[src/hdl/rebt_pkg.sv]
package rebt_pkg;

   // Default width of the internal step accumulator
   localparam int COUNT_WIDTH_DEFAULT = 16;

   // Field widths
   localparam int STEP_WIDTH     = 16;
   localparam int TIMER_WIDTH    = 10;
   localparam int HOLD_WIDTH     = 11;
   localparam int CSR_ADDR_WIDTH = 2;
   localparam int CSR_DATA_WIDTH = 10;
   localparam int REQ_DATA_WIDTH = 8;
   localparam int RSP_DATA_WIDTH = 24;

   // Register indexes
   localparam logic [CSR_ADDR_WIDTH-1:0] REG_ACTIVE_LEVEL   = 2'd0;
   localparam logic [CSR_ADDR_WIDTH-1:0] REG_BUTTON_PRESENT = 2'd1;
   localparam logic [CSR_ADDR_WIDTH-1:0] REG_CHECK_INTERVAL = 2'd2;
   localparam logic [CSR_ADDR_WIDTH-1:0] REG_HOLD_CHECKS    = 2'd3;

   // Register reset values
   localparam logic [TIMER_WIDTH-1:0] CHECK_INTERVAL_RESET = 10'd10;
   localparam logic [TIMER_WIDTH-1:0] HOLD_CHECKS_RESET    = 10'd120;

   typedef enum logic [1:0] {
      BTN_OPEN     = 2'd0,
      BTN_CLICKED  = 2'd1,
      BTN_HELD     = 2'd2,
      BTN_RELEASED = 2'd3
   } btn_status_type;

   // Input item, listed from the top bit down; clk_level is tdata bit 0
   typedef struct packed {
      logic take_button;
      logic take_delta;
      logic btn_level;
      logic dt_level;
      logic clk_level;
   } req_item_type;

   // Result item, step_count in the low bits
   typedef struct packed {
      btn_status_type              button_event;
      logic signed [STEP_WIDTH-1:0] step_count;
   } rsp_item_type;

endpackage

[src/hdl/rotary_encoder_button_tracker.sv]
// Rotary encoder and push-button tracker, driven by a 1 ms tick stream.
//
// req_*: one item per tick with the sampled encoder clock, data and button
//   levels plus two fetch flags. rsp_*: exactly one result item per input item,
//   carrying the signed step count and the button status after that tick.
// csr_*: plain write port for the four settings; write only while idle.
//
// The tracker state and the result are formed combinationally for the accepted
// item and registered in the output register, or in the skid register while the
// output stalls, before showing on rsp_*. One item per cycle is taken while
// req_tready is high; the edge, timer and hold counters update with each item.
//
// When the receiver stalls, the waiting result holds in the output register
// and one further item is taken into a skid register; req_tready drops only
// while the skid register is full.
//
// Reset (synchronous, active high) empties both output registers, restores
// the register defaults and returns the tracker to its idle state: clock seen
// as active, button open, count and timers zero.
module rotary_encoder_button_tracker #(
   parameter int COUNT_WIDTH = rebt_pkg::COUNT_WIDTH_DEFAULT
) (
   input  logic                                clock,
   input  logic                                reset,
   // req_tdata: clk_level, dt_level, btn_level, take_delta, take_button, zero fill
   input  logic [rebt_pkg::REQ_DATA_WIDTH-1:0] req_tdata,
   input  logic                                req_tvalid,
   output logic                                req_tready,
   // rsp_tdata: step_count[15:0], button_event[17:16], zero fill
   output logic [rebt_pkg::RSP_DATA_WIDTH-1:0] rsp_tdata,
   output logic                                rsp_tvalid,
   input  logic                                rsp_tready,
   input  logic                                csr_we,
   input  logic [rebt_pkg::CSR_ADDR_WIDTH-1:0] csr_addr,
   input  logic [rebt_pkg::CSR_DATA_WIDTH-1:0] csr_wdata
);
   import rebt_pkg::*;

   localparam logic signed [COUNT_WIDTH-1:0] COUNT_MAX = {1'b0, {(COUNT_WIDTH-1){1'b1}}};
   localparam logic signed [COUNT_WIDTH-1:0] COUNT_MIN = {1'b1, {(COUNT_WIDTH-1){1'b0}}};
   localparam logic [TIMER_WIDTH-1:0] TIMER_MAX = {TIMER_WIDTH{1'b1}};
   localparam logic [HOLD_WIDTH-1:0]  HOLD_MAX  = {HOLD_WIDTH{1'b1}};

   // settings
   logic                   active_level_ff;
   logic                   button_present_ff;
   logic [TIMER_WIDTH-1:0] check_interval_ff;
   logic [TIMER_WIDTH-1:0] hold_checks_ff;

   // tracker state
   logic                          prev_clk_active_ff, prev_clk_active_in;
   logic                          prev_btn_active_ff, prev_btn_active_in;
   logic signed [COUNT_WIDTH-1:0] steps_ff, steps_in;
   btn_status_type                status_ff, status_in;
   logic [HOLD_WIDTH-1:0]         held_ff, held_in;
   logic [TIMER_WIDTH-1:0]        timer_ff, timer_in;

   // output and skid registers
   rsp_item_type out_item_ff, skid_item_ff, new_item;
   logic         out_valid_ff, skid_valid_ff;

   req_item_type                  req;
   logic                          accept, out_fire;
   logic                          clk_active, btn_active, sample;
   logic signed [COUNT_WIDTH-1:0] steps_tick;
   btn_status_type                status_tick;
   logic [TIMER_WIDTH-1:0]        timer_inc;
   logic [HOLD_WIDTH-1:0]         held_inc;

   assign req        = req_item_type'(req_tdata[$bits(req_item_type)-1:0]);
   assign req_tready = !skid_valid_ff;
   assign accept     = req_tvalid && req_tready;
   assign rsp_tvalid = out_valid_ff;
   assign out_fire   = out_valid_ff && rsp_tready;
   assign rsp_tdata  = {{(RSP_DATA_WIDTH-$bits(rsp_item_type)){1'b0}}, out_item_ff};

   // Next tracker state for the item at the input
   always_comb begin
      clk_active  = (req.clk_level == active_level_ff);
      btn_active  = (req.btn_level == active_level_ff);
      steps_tick  = steps_ff;
      // count one step on the edge into the active level, saturating
      if (clk_active && !prev_clk_active_ff) begin
         if (req.dt_level) begin
            if (steps_ff != COUNT_MAX) steps_tick = steps_ff + 1'b1;
         end else begin
            if (steps_ff != COUNT_MIN) steps_tick = steps_ff - 1'b1;
         end
      end
      prev_clk_active_in = clk_active;

      timer_inc = (timer_ff != TIMER_MAX) ? timer_ff + 1'b1 : timer_ff;
      sample    = button_present_ff && (timer_inc >= check_interval_ff);
      timer_in  = sample ? '0 : timer_inc;

      held_inc           = (held_ff != HOLD_MAX) ? held_ff + 1'b1 : held_ff;
      held_in            = held_ff;
      status_tick        = status_ff;
      prev_btn_active_in = prev_btn_active_ff;
      if (sample) begin
         prev_btn_active_in = btn_active;
         if (btn_active) begin
            if (prev_btn_active_ff) begin
               held_in = held_inc;
               if (held_inc > {1'b0, hold_checks_ff}) status_tick = BTN_HELD;
            end else begin
               status_tick = BTN_CLICKED;
            end
         end else begin
            if (status_ff == BTN_HELD) status_tick = BTN_RELEASED;
            held_in = '0;
         end
      end

      new_item.step_count   = STEP_WIDTH'(steps_tick);
      new_item.button_event = status_tick;

      // fetches clear after the result is formed; a held status stays
      steps_in  = req.take_delta ? '0 : steps_tick;
      status_in = (req.take_button && status_tick != BTN_HELD) ? BTN_OPEN : status_tick;
   end

   always_ff @(posedge clock) begin
      if (reset) begin
         active_level_ff    <= 1'b0;
         button_present_ff  <= 1'b1;
         check_interval_ff  <= CHECK_INTERVAL_RESET;
         hold_checks_ff     <= HOLD_CHECKS_RESET;
         prev_clk_active_ff <= 1'b1;
         prev_btn_active_ff <= 1'b0;
         steps_ff           <= '0;
         status_ff          <= BTN_OPEN;
         held_ff            <= '0;
         timer_ff           <= '0;
         out_valid_ff       <= 1'b0;
         skid_valid_ff      <= 1'b0;
      end else begin
         if (csr_we) begin
            unique case (csr_addr)
               REG_ACTIVE_LEVEL:   active_level_ff   <= csr_wdata[0];
               REG_BUTTON_PRESENT: button_present_ff <= csr_wdata[0];
               REG_CHECK_INTERVAL: check_interval_ff <= csr_wdata[TIMER_WIDTH-1:0];
               REG_HOLD_CHECKS:    hold_checks_ff    <= csr_wdata[TIMER_WIDTH-1:0];
            endcase
         end

         // advance the tracker once per accepted item
         if (accept) begin
            prev_clk_active_ff <= prev_clk_active_in;
            prev_btn_active_ff <= prev_btn_active_in;
            steps_ff           <= steps_in;
            status_ff          <= status_in;
            held_ff            <= held_in;
            timer_ff           <= timer_in;
         end

         // output register with one skid stage behind it
         if (skid_valid_ff) begin
            if (out_fire) begin
               out_item_ff   <= skid_item_ff;
               skid_valid_ff <= 1'b0;
            end
         end else if (accept) begin
            if (!out_valid_ff || out_fire) begin
               out_item_ff  <= new_item;
               out_valid_ff <= 1'b1;
            end else begin
               skid_item_ff  <= new_item;
               skid_valid_ff <= 1'b1;
            end
         end else if (out_fire) begin
            out_valid_ff <= 1'b0;
         end
      end
   end

endmodule

[config.mk]
export PLATFORM = sky130hd
export DESIGN_NAME = rotary_encoder_button_tracker
export DESIGN_NICKNAME = d
export VERILOG_FILES = /design/src/hdl/rebt_pkg.sv /design/src/hdl/rotary_encoder_button_tracker.sv
export SDC_FILE = /design/constraint.sdc
export NUM_CORES = 1
export LEC_CHECK = 0
export BUFFER_PORTS_ARGS = -buffer_cell sky130_fd_sc_hd__buf_4
export CAP_MARGIN = 20
export CORE_MARGIN = 2
export CORE_UTILIZATION = 54
export CTS_CLUSTER_SIZE = 8
export DETAILED_ROUTE_END_ITERATION = 6
export PLACE_DENSITY = 0.82
export SYNTH_ARGS = -nofsm -noshare
export SYNTH_HDL_FRONTEND = slang
export SYNTH_SLANG_ARGS = --single-unit
[constraint.sdc]
create_clock -name clock -period 3.15 [get_ports clock]
set_input_delay 0.315 -clock clock [delete_from_list [all_inputs] [get_ports clock]]
set_output_delay 0.315 -clock clock [all_outputs]
set_load 0.01 [all_outputs]
**Yosys cells after proc, flatten, opt, wreduce, memory -nomap -nowiden**

Cells that the tools add are included.

- Add/subtract/negate cells: 4
- Magnitude comparators: 2
- Equality and inequality tests: 14
- Multiplexer cells: 27
- Bitwise logic cells: 3
- Reductions and logical operators: 22

Operator list:

| operator | count |
|---|---|
| 2-to-1 mux 16 bit | 5 |
| 2-to-1 mux 18 bit | 4 |
| 2-to-1 mux 11 bit | 3 |
| != test 16 bit, second input constant | 2 |
| 2-to-1 mux 10 bit | 2 |
| adder 16 x 1 -> 16 bit, second input constant | 1 |
| subtractor 16 x 1 -> 16 bit, second input constant | 1 |
| 2-to-1 mux 2 bit | 6 |
| adder 11 x 1 -> 11 bit, second input constant | 1 |
| > comparator 11 x 10 -> 1 bit | 1 |
| != test 11 bit, second input constant | 1 |
| adder 10 x 1 -> 10 bit, second input constant | 1 |
| greater-or-equal comparator 10 bit | 1 |
| != test 10 bit, second input constant | 1 |
| AND reduction 2 bit | 5 |
| AND reduction 4 bit | 2 |
| 2-to-1 mux 1 bit | 7 |
| equality test 2 bit, second input constant | 3 |
| AND reduction 3 bit | 2 |
| nonzero test 2 bit | 3 |
| logical AND 1 bit | 5 |
| != test 2 x 1 -> 1 bit, second input constant | 2 |
| != test 2 bit, second input constant | 2 |
| logical NOT 1 bit | 3 |
| other kinds (5) | 8 |

- Register bits: 101
- Input port bits: 25
- Output and inout port bits: 26
- Word-level logic and storage cells: 88

**Depth between registers and ports, before layout**

Gate-level depths: netlist of the first run.

- Depth after elaboration: 10
- Mapped depth: 14

**Worst setup path before layout of the first run**

OpenSTA, ideal clock, no wires.

- Path type: register -> register
- Start: register skid_valid_ff
- End: register skid_item_ff[0] (netlist bit) (enable)
- Arrival: 2,894 ps
- Path slack: -190 ps
- Cell stages (with the launch flop): 6
- Buffers on the path: 2
- Clock period less this slack: 3,340 ps
- Cells stage by stage: dfxtp_1 clkbuf_1 inv_2 nand2_1 clkbuf_1 nor4b_1

- Cells in the longest elaborated chain, start to end: 3
- Elaborated cells between the ends (all ways): 4
- Classes of those cells: bitwise: 1; reduce/logical: 3

RTL lines:

| item | RTL line | RTL |
|---|---|---|
| from (decl) | rotary_encoder_button_tracker.sv:60 | `logic out_valid_ff, skid_valid_ff;` |
| from (signal assigned) | rotary_encoder_button_tracker.sv:136 | `skid_valid_ff <= 1'b0;` |
| from (signal assigned) | rotary_encoder_button_tracker.sv:161 | `skid_valid_ff <= 1'b0;` |
| from (signal assigned) | rotary_encoder_button_tracker.sv:169 | `skid_valid_ff <= 1'b1;` |
| logical NOT 1 bit | rotary_encoder_button_tracker.sv:71 | `assign req_tready = !skid_valid_ff;` |
| logical AND 1 bit | rotary_encoder_button_tracker.sv:72 | `assign accept = req_tvalid && req_tready;` |
| AND reduction 4 bit (no source line) (*) | n/a |  |
| to (signal assigned) | rotary_encoder_button_tracker.sv:168 | `skid_item_ff <= new_item;` |
| to (decl) | rotary_encoder_button_tracker.sv:59 | `rsp_item_type out_item_ff, skid_item_ff, new_item;` |

Every way passes the cells marked *; elsewhere a longest branch is shown, timed or not.
A chain may end at the register's enable or synchronous reset.

**Worst setup path after layout of the first run**

- Start: register held_ff[3]
- End: register out_item_ff, in the netlist rsp_tdata[17] (data pin)

- Cells in the longest elaborated chain, start to end: 10
- Elaborated cells between the ends (all ways): 11
- Classes of those cells: add/sub: 1; order compare: 1; eq/ne: 1; mux: 8

RTL lines:

| item | RTL line | RTL |
|---|---|---|
| from (decl) | rotary_encoder_button_tracker.sv:55 | `logic [HOLD_WIDTH-1:0] held_ff, held_in;` |
| from (signal assigned) | rotary_encoder_button_tracker.sv:153 | `held_ff <= held_in;` |
| adder 11 x 1 -> 11 bit / != test 11 bit (equally long branches) | rotary_encoder_button_tracker.sv:96 | `held_inc = (held_ff != HOLD_MAX) ? held_ff + 1'b1 : held_ff;` |
| 2-to-1 mux 11 bit (*) | rotary_encoder_button_tracker.sv:96 |  |
| > comparator 11 x 10 -> 1 bit (*) | rotary_encoder_button_tracker.sv:105 | `if (held_inc > {1'b0, hold_checks_ff}) status_tick = BTN_HELD;` |
| 2-to-1 mux 2 bit (*) | rotary_encoder_button_tracker.sv:105 |  |
| 2-to-1 mux 2 bit (*) | rotary_encoder_button_tracker.sv:103 | `if (prev_btn_active_ff) begin` |
| 2-to-1 mux 2 bit (*) | rotary_encoder_button_tracker.sv:102 | `if (btn_active) begin` |
| 2-to-1 mux 2 bit (*) | rotary_encoder_button_tracker.sv:100 | `if (sample) begin` |
| named net status_tick[1] | rotary_encoder_button_tracker.sv:66 | `btn_status_type status_tick;` |
| 2-to-1 mux 18 bit (*) | rotary_encoder_button_tracker.sv:164 | `if (!out_valid_ff \|\| out_fire) begin` |
| 2-to-1 mux 18 bit (*) | rotary_encoder_button_tracker.sv:163 | `end else if (accept) begin` |
| 2-to-1 mux 18 bit (*) | rotary_encoder_button_tracker.sv:158 | `if (skid_valid_ff) begin` |
| to (signal assigned) | rotary_encoder_button_tracker.sv:160 | `out_item_ff <= skid_item_ff;` |
| to (signal assigned) | rotary_encoder_button_tracker.sv:165 | `out_item_ff <= new_item;` |
| to (decl) | rotary_encoder_button_tracker.sv:59 |  |

The timed path passes the listed nets; every way through them passes the cells marked *. The select of a mux whose other input is x is not followed.

==> impl_summary.md, run 1 <==
Setup path
The class of the most critical setup path is reg2reg. The worst path arrival time is 3.21 ns. The peak fanout along the critical path is 6. The worst register-to-register path has a setup slack of 0.08 ns. The worst reg-to-reg path cell count is 10. The critical path goes through and4_4 -> nand4_1 -> and4_1 -> xor2_2 -> ha_1 -> nand4_1 -> o32ai_2 -> a311o_1 -> nand2_1 -> mux2_2. The beginning of the worst register-to-register path is held_ff[3]. The most prevalent standard cell on the critical path is sky130_fd_sc_hd__nand4_1. The largest incremental delay on the critical path is 0.48 ns. STA classifies the critical path startpoint as a flop. STA classifies the critical path endpoint as a flop. The endpoint of the most critical register-to-register path is rsp_tdata[17]. For this design, the slowest cell found on the critical path is sky130_fd_sc_hd__dfxtp_1. The required time at the worst-slack endpoint is 3.29 ns.

Final layout
The area growth from synthesis to layout is 16.00%. The total inserted antenna cells is 0. Leaving out fill and tap cells, the most frequent cells in the layout are 97 x sky130_fd_sc_hd__nand2_1, 76 x sky130_fd_sc_hd__buf_4, 59 x sky130_fd_sc_hd__dfxtp_1. The area used by sequential logic in the layout is 2392 um^2. The library cell used most frequently in the layout, excluding fill and tap cells, is sky130_fd_sc_hd__nand2_1. The filler cell count in the final layout is 908.

The final net count is 773. In the final layout, the multi-input gates occupy 3327 um^2. The final cell count without fillers is 868. The final non-filler cell area is 6820 um^2.

Cells with a size suffix above 1 make up 21.15% of the layout.

Timing
After routing, the total negative slack on setup checks comes to 0 ns. Clock skew on the completed layout was measured at 0.01512 ns. The headroom to the max-slew limit is 32.40%. The portion of the clock cycle consumed by the worst path in the final layout is 97.41%. The total of endpoints with negative setup slack in the final report is 0. The maximum clock frequency is 0.3259 GHz. The post-layout minimum cycle time is 3.069 ns. The number of failing hold endpoints at the final stage is 0. At the pin with the least slew margin, the transition time is 1.011 ns. The number of slew-limit violations in the final report is 0.

Synth
The parity-gate share of the synthesized area counting xor and xnor cells is 3.873%. Counting flops with an async set or reset pin after synthesis yields a share of 0%. In the synthesized netlist, mux cells make up 4.682% of the area. Counting flops with a built-in enable in the synthesized netlist gives 36. The netlist area before placement is 5879 um^2.

The area fraction in compound gates after synthesis is 17.68%. The synthesized netlist devotes 5.320% of its cell area to adder and majority cells. After synthesis, the largest family of logic cells by area is simple AND/OR/NAND/NOR gates. Counting flops and latches in the post-synthesis netlist gives 101. The top flip-flop cell by instance count after synthesis is sky130_fd_sc_hd__dfxtp_1.

The synthesized netlist devotes 22.22% of its cell area to simple gates. Averaged over all synthesized cells, the footprint is 8.710 um^2. The count of warnings emitted by yosys is 0. The number of distinct library cells after synthesis is 70. The gate count after technology mapping is 675. Sequential elements use 40.52% of the synthesized area.

Floorplanning
During I/O placement, the number of pins put on the boundary was 51. The floorplan step defined a die boundary enclosing 11740 um^2. The count of standard-cell rows is 38. The placeable core region is 10750 um^2. The die extent in y is 108.3 um. The starting utilization of the core area is 54.72%. The die width is 108.3 um.

Drt
For this run, design rule violations remaining after detail routing come to 0. The wire length reported by the detailed router is 14660 um. The mean number of vias per cell is 6.070.

The first routing iteration left 399 violations. The average routed wire per standard cell is 16.89 um. The antenna violation net count after detailed routing is 0.

The final route contains 5269 vias. The first detailed-routing pass ran for 5 iterations.

Worst hold path
The worst hold path passes through 2 cells. The endpoint of the worst hold-timing path is status_ff[0]. The tightest min-delay check is of the in2reg type. The worst hold path begins at req_tdata[4].

Global routing
The global-route wire length before repair is 23450 um. The via count of the first global-routing pass came to 4872. After global routing the overflow that remains totals 0.

In the global route stage, overall resource usage came out at 25.11%. Entering global routing, the biggest net connects 65 pins. The number of antenna violations at the first check in global routing is 0.

Clock tree
The TritonCTS clock tree is yes. After clock tree synthesis, the clock-pin slew on the worst setup and hold paths is 0.12 ns. The number of levels in the clock H-tree is 3. The sink count of the clock tree is 101.

The number of buffers created by CTS is 9. The maximum number of buffers from clock root to sink is 2. The cell at the root of the clock tree is sky130_fd_sc_hd__clkbuf_8. At the later pin of the worst-skew pair, clock insertion delay measures 0.38 ns.

Job
The max-cap violation count is 0.

Power
The peak supply drop is 0.2997 mV. The leakage power total is 0.002696 uW. In this run the power density over the cells is 382.1 nW/um^2.

Placement
In this run the cell area measured after placement is 6456 um^2. The half-perimeter wire length after placement is 10280 um. Routability-driven placement finished with a final weighted congestion of 0.9235. Counting tap cells, the placed design contains a total of 850 instances.

The count of port buffers added during placement is 41.

Outcome
The run finished with clean final reports.
==> registers in the layout, indices dropped and copies added, names as in the netlist, 2 cells and up <==
signal and count:
held_ff 11, rsp_tdata 18, steps_ff 16, check_interval_ff 10, status_ff 2, skid_item_ff 18
timer_ff 10, hold_checks_ff 10
==> stage by stage <==
| stage | hold slack (ns) | total power (uW) | utilization, % | setup WS (ns) |
|---|---|---|---|---|
| final | 0.1467 | 2606 | 63.47 | 0.08146 |
| after global routing | 0.1279 | 2713 | 63.47 | -0.01734 |
| after CTS | 0.1397 | 2616 | 62.17 | 0.004237 |
| after detailed placement | 0.4535 | 1772 | 60.08 | -0.03723 |
| after global placement | 0.4481 | 1760 | 60.08 | 0.08338 |
| after floorplan | 0.4033 | 1656 | - | 0.02423 |
==> synthesized netlist by cell type (5+ instances only) <==
master,instances,area (um^2)
sky130_fd_sc_hd__edfxtp_1,36,1081
sky130_fd_sc_hd__a211oi_1,8,60.06
sky130_fd_sc_hd__nand3b_1,13,97.59
sky130_fd_sc_hd__xnor2_1,10,87.58
sky130_fd_sc_hd__buf_4,6,45.04
sky130_fd_sc_hd__and2_1,6,37.54
sky130_fd_sc_hd__nor2_1,44,165.2
sky130_fd_sc_hd__a31oi_1,13,81.33
sky130_fd_sc_hd__clkbuf_1,34,127.6
sky130_fd_sc_hd__a211o_1,6,52.55
sky130_fd_sc_hd__mux2i_1,5,50.05
sky130_fd_sc_hd__nand2_1,97,364.1
sky130_fd_sc_hd__a21oi_1,57,285.3
sky130_fd_sc_hd__and3_1,7,43.79
sky130_fd_sc_hd__o211ai_1,10,75.07
sky130_fd_sc_hd__and4_1,7,61.31
sky130_fd_sc_hd__nand4_1,15,93.84
sky130_fd_sc_hd__nand3_1,23,115.1
sky130_fd_sc_hd__ha_1,25,312.8
sky130_fd_sc_hd__o21ai_0,21,105.1
sky130_fd_sc_hd__mux2_2,20,225.2
sky130_fd_sc_hd__nor3_1,10,50.05
sky130_fd_sc_hd__xor2_1,16,140.1
sky130_fd_sc_hd__inv_1,34,127.6
sky130_fd_sc_hd__dfxtp_1,65,1301
==> how the worst max path moves through the flow <==
stage | start | slack, ns | to
CTS | held_ff[1] | 0.004 | rsp_tdata[17]
detailed placement | timer_ff[0] | -0.04 | rsp_tdata[17]
global placement | timer_ff[0] | 0.08 | rsp_tdata[17]
floorplan | held_ff[0] | 0.02 | rsp_tdata[17]
global route | held_ff[3] | -0.02 | rsp_tdata[17]
finish | held_ff[3] | 0.08 | rsp_tdata[17]
==> routing by layer <==
layer,part of all wire (%),vias up,track usage (%)
met5,0,-,0
met3,6.1,38,3.255
met1,42,2489,32.50
met4,3.2,0,9.432
met2,49,211,42.90
li1,-,2531,-
==> report_power, final <==
| part | total (uW) | switching, uW | internal (uW) |
|---|---|---|---|
| Sequential | 1420 | 26.7 | 1390 |
| Combinational | 336 | 200 | 137 |
| Clock | 852 | 529 | 323 |
| Total | 2610 | 756 | 1850 |
==> area by class of cell <==
cell class | count | share of cell area [%]
Sequential cell | 101 | 35.08
Clock buffer | 9 | 1.816
Inverter | 35 | 1.926
Multi-Input combinational cell | 499 | 48.78
Clock inverter | 7 | 1.303
Tap cell | 140 | 2.568
Timing Repair Buffer | 77 | 8.531
==> cell families (layout without fill, tap and decap cells) <==
group	Yosys count	count (layout)
fa+ha+maj	25	25
flops	101	101
mux	25	25
xor+xnor	26	26
simple gates	257	257
buf+inv	80	128
compound gates	160	160
other cells	1	6
==> worst max-delay path, delay by kind of cell (launching register included) <==
kind / cells / cell delay, ns
simple gates: 5 / 1.01
compound gates: 2 / 0.62
flops: 1 / 0.48
fa+ha+maj: 1 / 0.30
mux: 1 / 0.27
xor+xnor: 1 / 0.16
==> repair_timing <==
item | in CTS | in global routing
setup buffers | 0 | 2
hold buffers | 0 | 0
resized for setup | 3 | 31
pin swaps | 0 | 14
setup endpoints to repair | 3 | 25
Note: power is estimated with default switching activity, not from simulation.
==> inputs of run 2 (changes only) <==
--- a/config.mk
+++ b/config.mk
@@ -7,11 +7,14 @@
 export LEC_CHECK = 0
 export BUFFER_PORTS_ARGS = -buffer_cell sky130_fd_sc_hd__buf_4
 export CAP_MARGIN = 20
+export CELL_PAD_IN_SITES_DETAIL_PLACEMENT = 2
+export CELL_PAD_IN_SITES_GLOBAL_PLACEMENT = 2
 export CORE_MARGIN = 2
-export CORE_UTILIZATION = 54
+export CORE_UTILIZATION = 35
+export CTS_BUF_LIST = sky130_fd_sc_hd__clkbuf_2 sky130_fd_sc_hd__clkbuf_4 sky130_fd_sc_hd__clkbuf_8
 export CTS_CLUSTER_SIZE = 8
 export DETAILED_ROUTE_END_ITERATION = 6
-export PLACE_DENSITY = 0.82
+export PLACE_DENSITY = 0.89
 export SYNTH_ARGS = -nofsm -noshare
 export SYNTH_HDL_FRONTEND = slang
 export SYNTH_SLANG_ARGS = --single-unit
==> impl_summary.md, run 2 (synthesized netlist as in run 1, its figures left out) <==
Outcome
Outcome: finished with violations (was finished clean). The checks that failed: negative setup slack.

Worst hold path
The endpoint of the worst hold-timing path was skid_valid_ff (was status_ff[0]). The class of the most critical hold timing path is in2reg (unchanged). The number of instances on the worst hold path came to 2 (unchanged). The startpoint of the tightest hold check path is rsp_tready (was req_tdata[4]).

Drt
The detailed-router iteration count before antenna repair is 5 (unchanged). The violation count after the first detailed-route iteration is 450 (was 399). The count of vias placed by the detailed router was 5851 (was 5269). The mean number of vias per cell is 6.007 (was 6.070). The number of remaining DRC errors is 0 (unchanged). The wire length reported by the detailed router came to 24400 um (was 14660 um).

The antenna violation net count after detailed routing is 0 (unchanged). The average routed wire per standard cell came to 25.05 um (was 16.89 um).

Timing
The maximum clock frequency is 0.3017 GHz (was 0.3259 GHz). The post-layout minimum cycle time was 3.314 ns (was 3.069 ns). The pin slew with the least headroom to its limit is 0.8083 ns (was 1.011 ns). The worst setup skew after layout is 0.02157 ns (was 0.01512 ns). Setup repair after global routing could not meet its margin everywhere.

The summed negative setup slack over all endpoints is -0.4793 ns (was 0 ns). The number of failing hold endpoints at the final stage is 0 (unchanged). The total of endpoints with negative setup slack in the final report is 6 (was 0). The headroom to the max-slew limit is 46.11% (was 32.40%).

The smallest setup slack after layout is -0.1641 ns (was 0.08146 ns). The number of slew-limit violations in the final report came to 0 (unchanged). The portion of the clock cycle consumed by the worst path in the final layout came to 105.2% (was 97.41%).

Power
The leakage power total is 0.002880 uW (was 0.002696 uW). The net load switching power was 839.7 uW (was 755.7 uW). The power density over the cells is 370.9 nW/um^2 (was 382.1 nW/um^2). The peak supply drop was 0.2707 mV (was 0.2997 mV). The share of power burned in registers is 52.3% (was 54.4%). The switching share of power is 30.85% (was 29.00%). The power after layout is 2721 uW (was 2606 uW). The part of the power in the clock network was 32.7% (about the same). The internal power of the cells was 1882 uW (was 1850 uW). The combinational share of power came to 15.0% (was 12.9%).

Setup path
The required time at the worst-slack endpoint came to 3.33 ns (was 3.29 ns). The beginning of the worst register-to-register path is held_ff[0] (was held_ff[3]). The standard cell with the maximum stage delay on the critical path is sky130_fd_sc_hd__dfxtp_2 (was sky130_fd_sc_hd__dfxtp_1). The slack of the worst reg-to-reg path was -0.16 ns (was 0.08 ns).

The endpoint of the most critical register-to-register path is rsp_tdata[17] (unchanged). The largest incremental delay on the critical path is 0.38 ns (was 0.48 ns). The peak fanout along the critical path is 5 (was 6). Sequence of cells on the critical path: buf_4 -> nand3_1 -> nor2_4 -> nand3_1 -> xor2_2 -> nand2_1 -> ha_1 -> nand4_1 -> o32ai_2 -> a311o_1 -> nand2_1 -> mux2_4 (was and4_4 -> nand4_1 -> and4_1 -> xor2_2 -> ha_1 -> nand4_1 -> o32ai_2 -> a311o_1 -> nand2_1 -> mux2_2). The critical path capture point type was a flop (unchanged). The nature of the critical path startpoint is a flop (unchanged). The worst reg-to-reg path cell count was 12 (was 10).

The worst path arrival time is 3.50 ns (was 3.21 ns). The class of the most critical setup path is reg2reg (unchanged).

Clock tree
The sink count of the clock tree is 101 (unchanged). The clock-pin slew reported for the worst setup and hold paths after clock tree synthesis is 0.13 ns (was 0.12 ns). The number of buffers created by CTS is 9 (unchanged). The maximum number of buffers from clock root to sink is 2 (unchanged). The number of levels in the clock H-tree is 3 (unchanged). The insertion delay of the later-clocked pin in the worst-skew pair came to 0.41 ns (was 0.38 ns). The cell at the root of the clock tree is sky130_fd_sc_hd__clkbuf_8 (unchanged). The post-cts hold buffer count was 0 (unchanged). The TritonCTS clock tree is yes (unchanged).

Final layout
The share of layout cells above drive strength 1 is 28.25% (was 21.15%). The total inserted antenna cells is 0 (unchanged). The most common cell after layout, fill and taps aside is sky130_fd_sc_hd__buf_4 (was sky130_fd_sc_hd__nand2_1). The final cell count without fillers came to 974 (was 868).

Commonest non-fill, non-tap cells in the layout: 100 x sky130_fd_sc_hd__buf_4, 94 x sky130_fd_sc_hd__nand2_1, 55 x sky130_fd_sc_hd__dfxtp_1 (was 97 x sky130_fd_sc_hd__nand2_1, 76 x sky130_fd_sc_hd__buf_4, 59 x sky130_fd_sc_hd__dfxtp_1). The area growth from synthesis to layout is 24.81% (was 16.00%). The final net count was 799 (was 773).

Global routing
The global-route wire length before repair is 35490 um (was 23450 um). The largest net degree at the start of global routing is 65 (unchanged). The via count of the first global-routing pass is 6365 (was 4872). The global-route congestion overflow total is 0 (unchanged).

The number of antenna violations at the first check in global routing was 0 (unchanged). The all-layer global routing usage is 25.58% (was 25.11%).

Placement
The worst setup timing slack at the placement stage is -0.4205 ns (was -0.03723 ns). The post-placement cell count is 947 (was 850). The count of port buffers added during placement is 41 (unchanged). The weighted congestion at the end of routability-driven global placement is 0.8644 (was 0.9235). The half-perimeter wire length after placement is 14990 um (was 10280 um).

Floorplanning
The placeable core region is 16520 um^2 (was 10750 um^2). The die area is 17850 um^2 (was 11740 um^2). The number of I/O pins was 51 (unchanged). The starting utilization of the core area is 35.58% (was 54.72%).

The die width was 133.6 um (was 108.3 um). The die extent in y is 133.6 um (was 108.3 um). The count of standard-cell rows is 47 (was 38).

Job
The max-cap violation count came to 0 (unchanged).
==> run 2: cell types whose count changed in the layout (fill, tap and decap cells not counted), sizes merged <==
cell	before	now
inv	38	40
clkbuf	9	10
clkinv	4	0
clkinvlp	0	1
buf	77	103
==> run 2: final cells by class <==
type | count | area (um^2)
fill | 1785 | 9186
clock inverter | 6 | 58.81
clock buffer | 10 | 137.6
multi-input combinational | 499 | 3548
sequential | 101 | 2402
inverter | 35 | 131.4
timing repair buffer | 103 | 784.5
tap | 220 | 275.3
==> run 2: power groups by stage <==
stage	registers (uW)	clock network [uW]	logic, uW
detailed placement	1450	0	365
finish	1420	891	408
CTS	1420	909	380
global route	1430	951	437
global placement	1440	0	336
floorplan	1440	0	212
==> run 2: per-stage QoR <==
| stage | hold WS [ns] | util (%) | area, um^2 |
|---|---|---|---|
| global route | 0.1085 | 44.41 | 7338 |
| floorplan | 0.4033 | - | 5904 |
| CTS | 0.1007 | 42.69 | 7054 |
| global placement | 0.4496 | 40.45 | 6684 |
| finish | 0.1264 | 44.41 | 7338 |
| detailed placement | 0.4526 | 40.45 | 6684 |
==> run 2: worst max path at each step <==
stage                      from             to
finish               held_ff[0]  rsp_tdata[17]
floorplan            held_ff[0]  rsp_tdata[17]
global route        timer_ff[4]  rsp_tdata[17]
detailed placement  timer_ff[0]  rsp_tdata[17]
global placement    timer_ff[0]  rsp_tdata[17]
CTS                 timer_ff[3]  rsp_tdata[17]
==> run 2: timing repair <==
action                                  CTS  global route
gates resized for setup                  38            50
setup buffers                             5             6
endpoints found under the setup margin   27            27
pin swaps                                16            19
==> run 2: layer usage <==
metal  up-vias  wire (um)  GRT usage [%]  share of wire (%)
met5         -          0              0                  0
met4         0       1151          12.47                4.7
met3        85        939          4.224                3.8
met2       214      12890          47.77                 53
met1      2986       9420          27.97                 39
li1       2566          -              -                  -
==> run 2: worst max-delay path, delay by kind of cell, from the launching register on <==
kind | cells | cell delay [ns]
simple gates | 6 | 0.95
compound gates | 2 | 0.73
flops | 1 | 0.38
fa+ha+maj | 1 | 0.33
mux | 1 | 0.27
xor+xnor | 1 | 0.25
buf+inv | 1 | 0.16
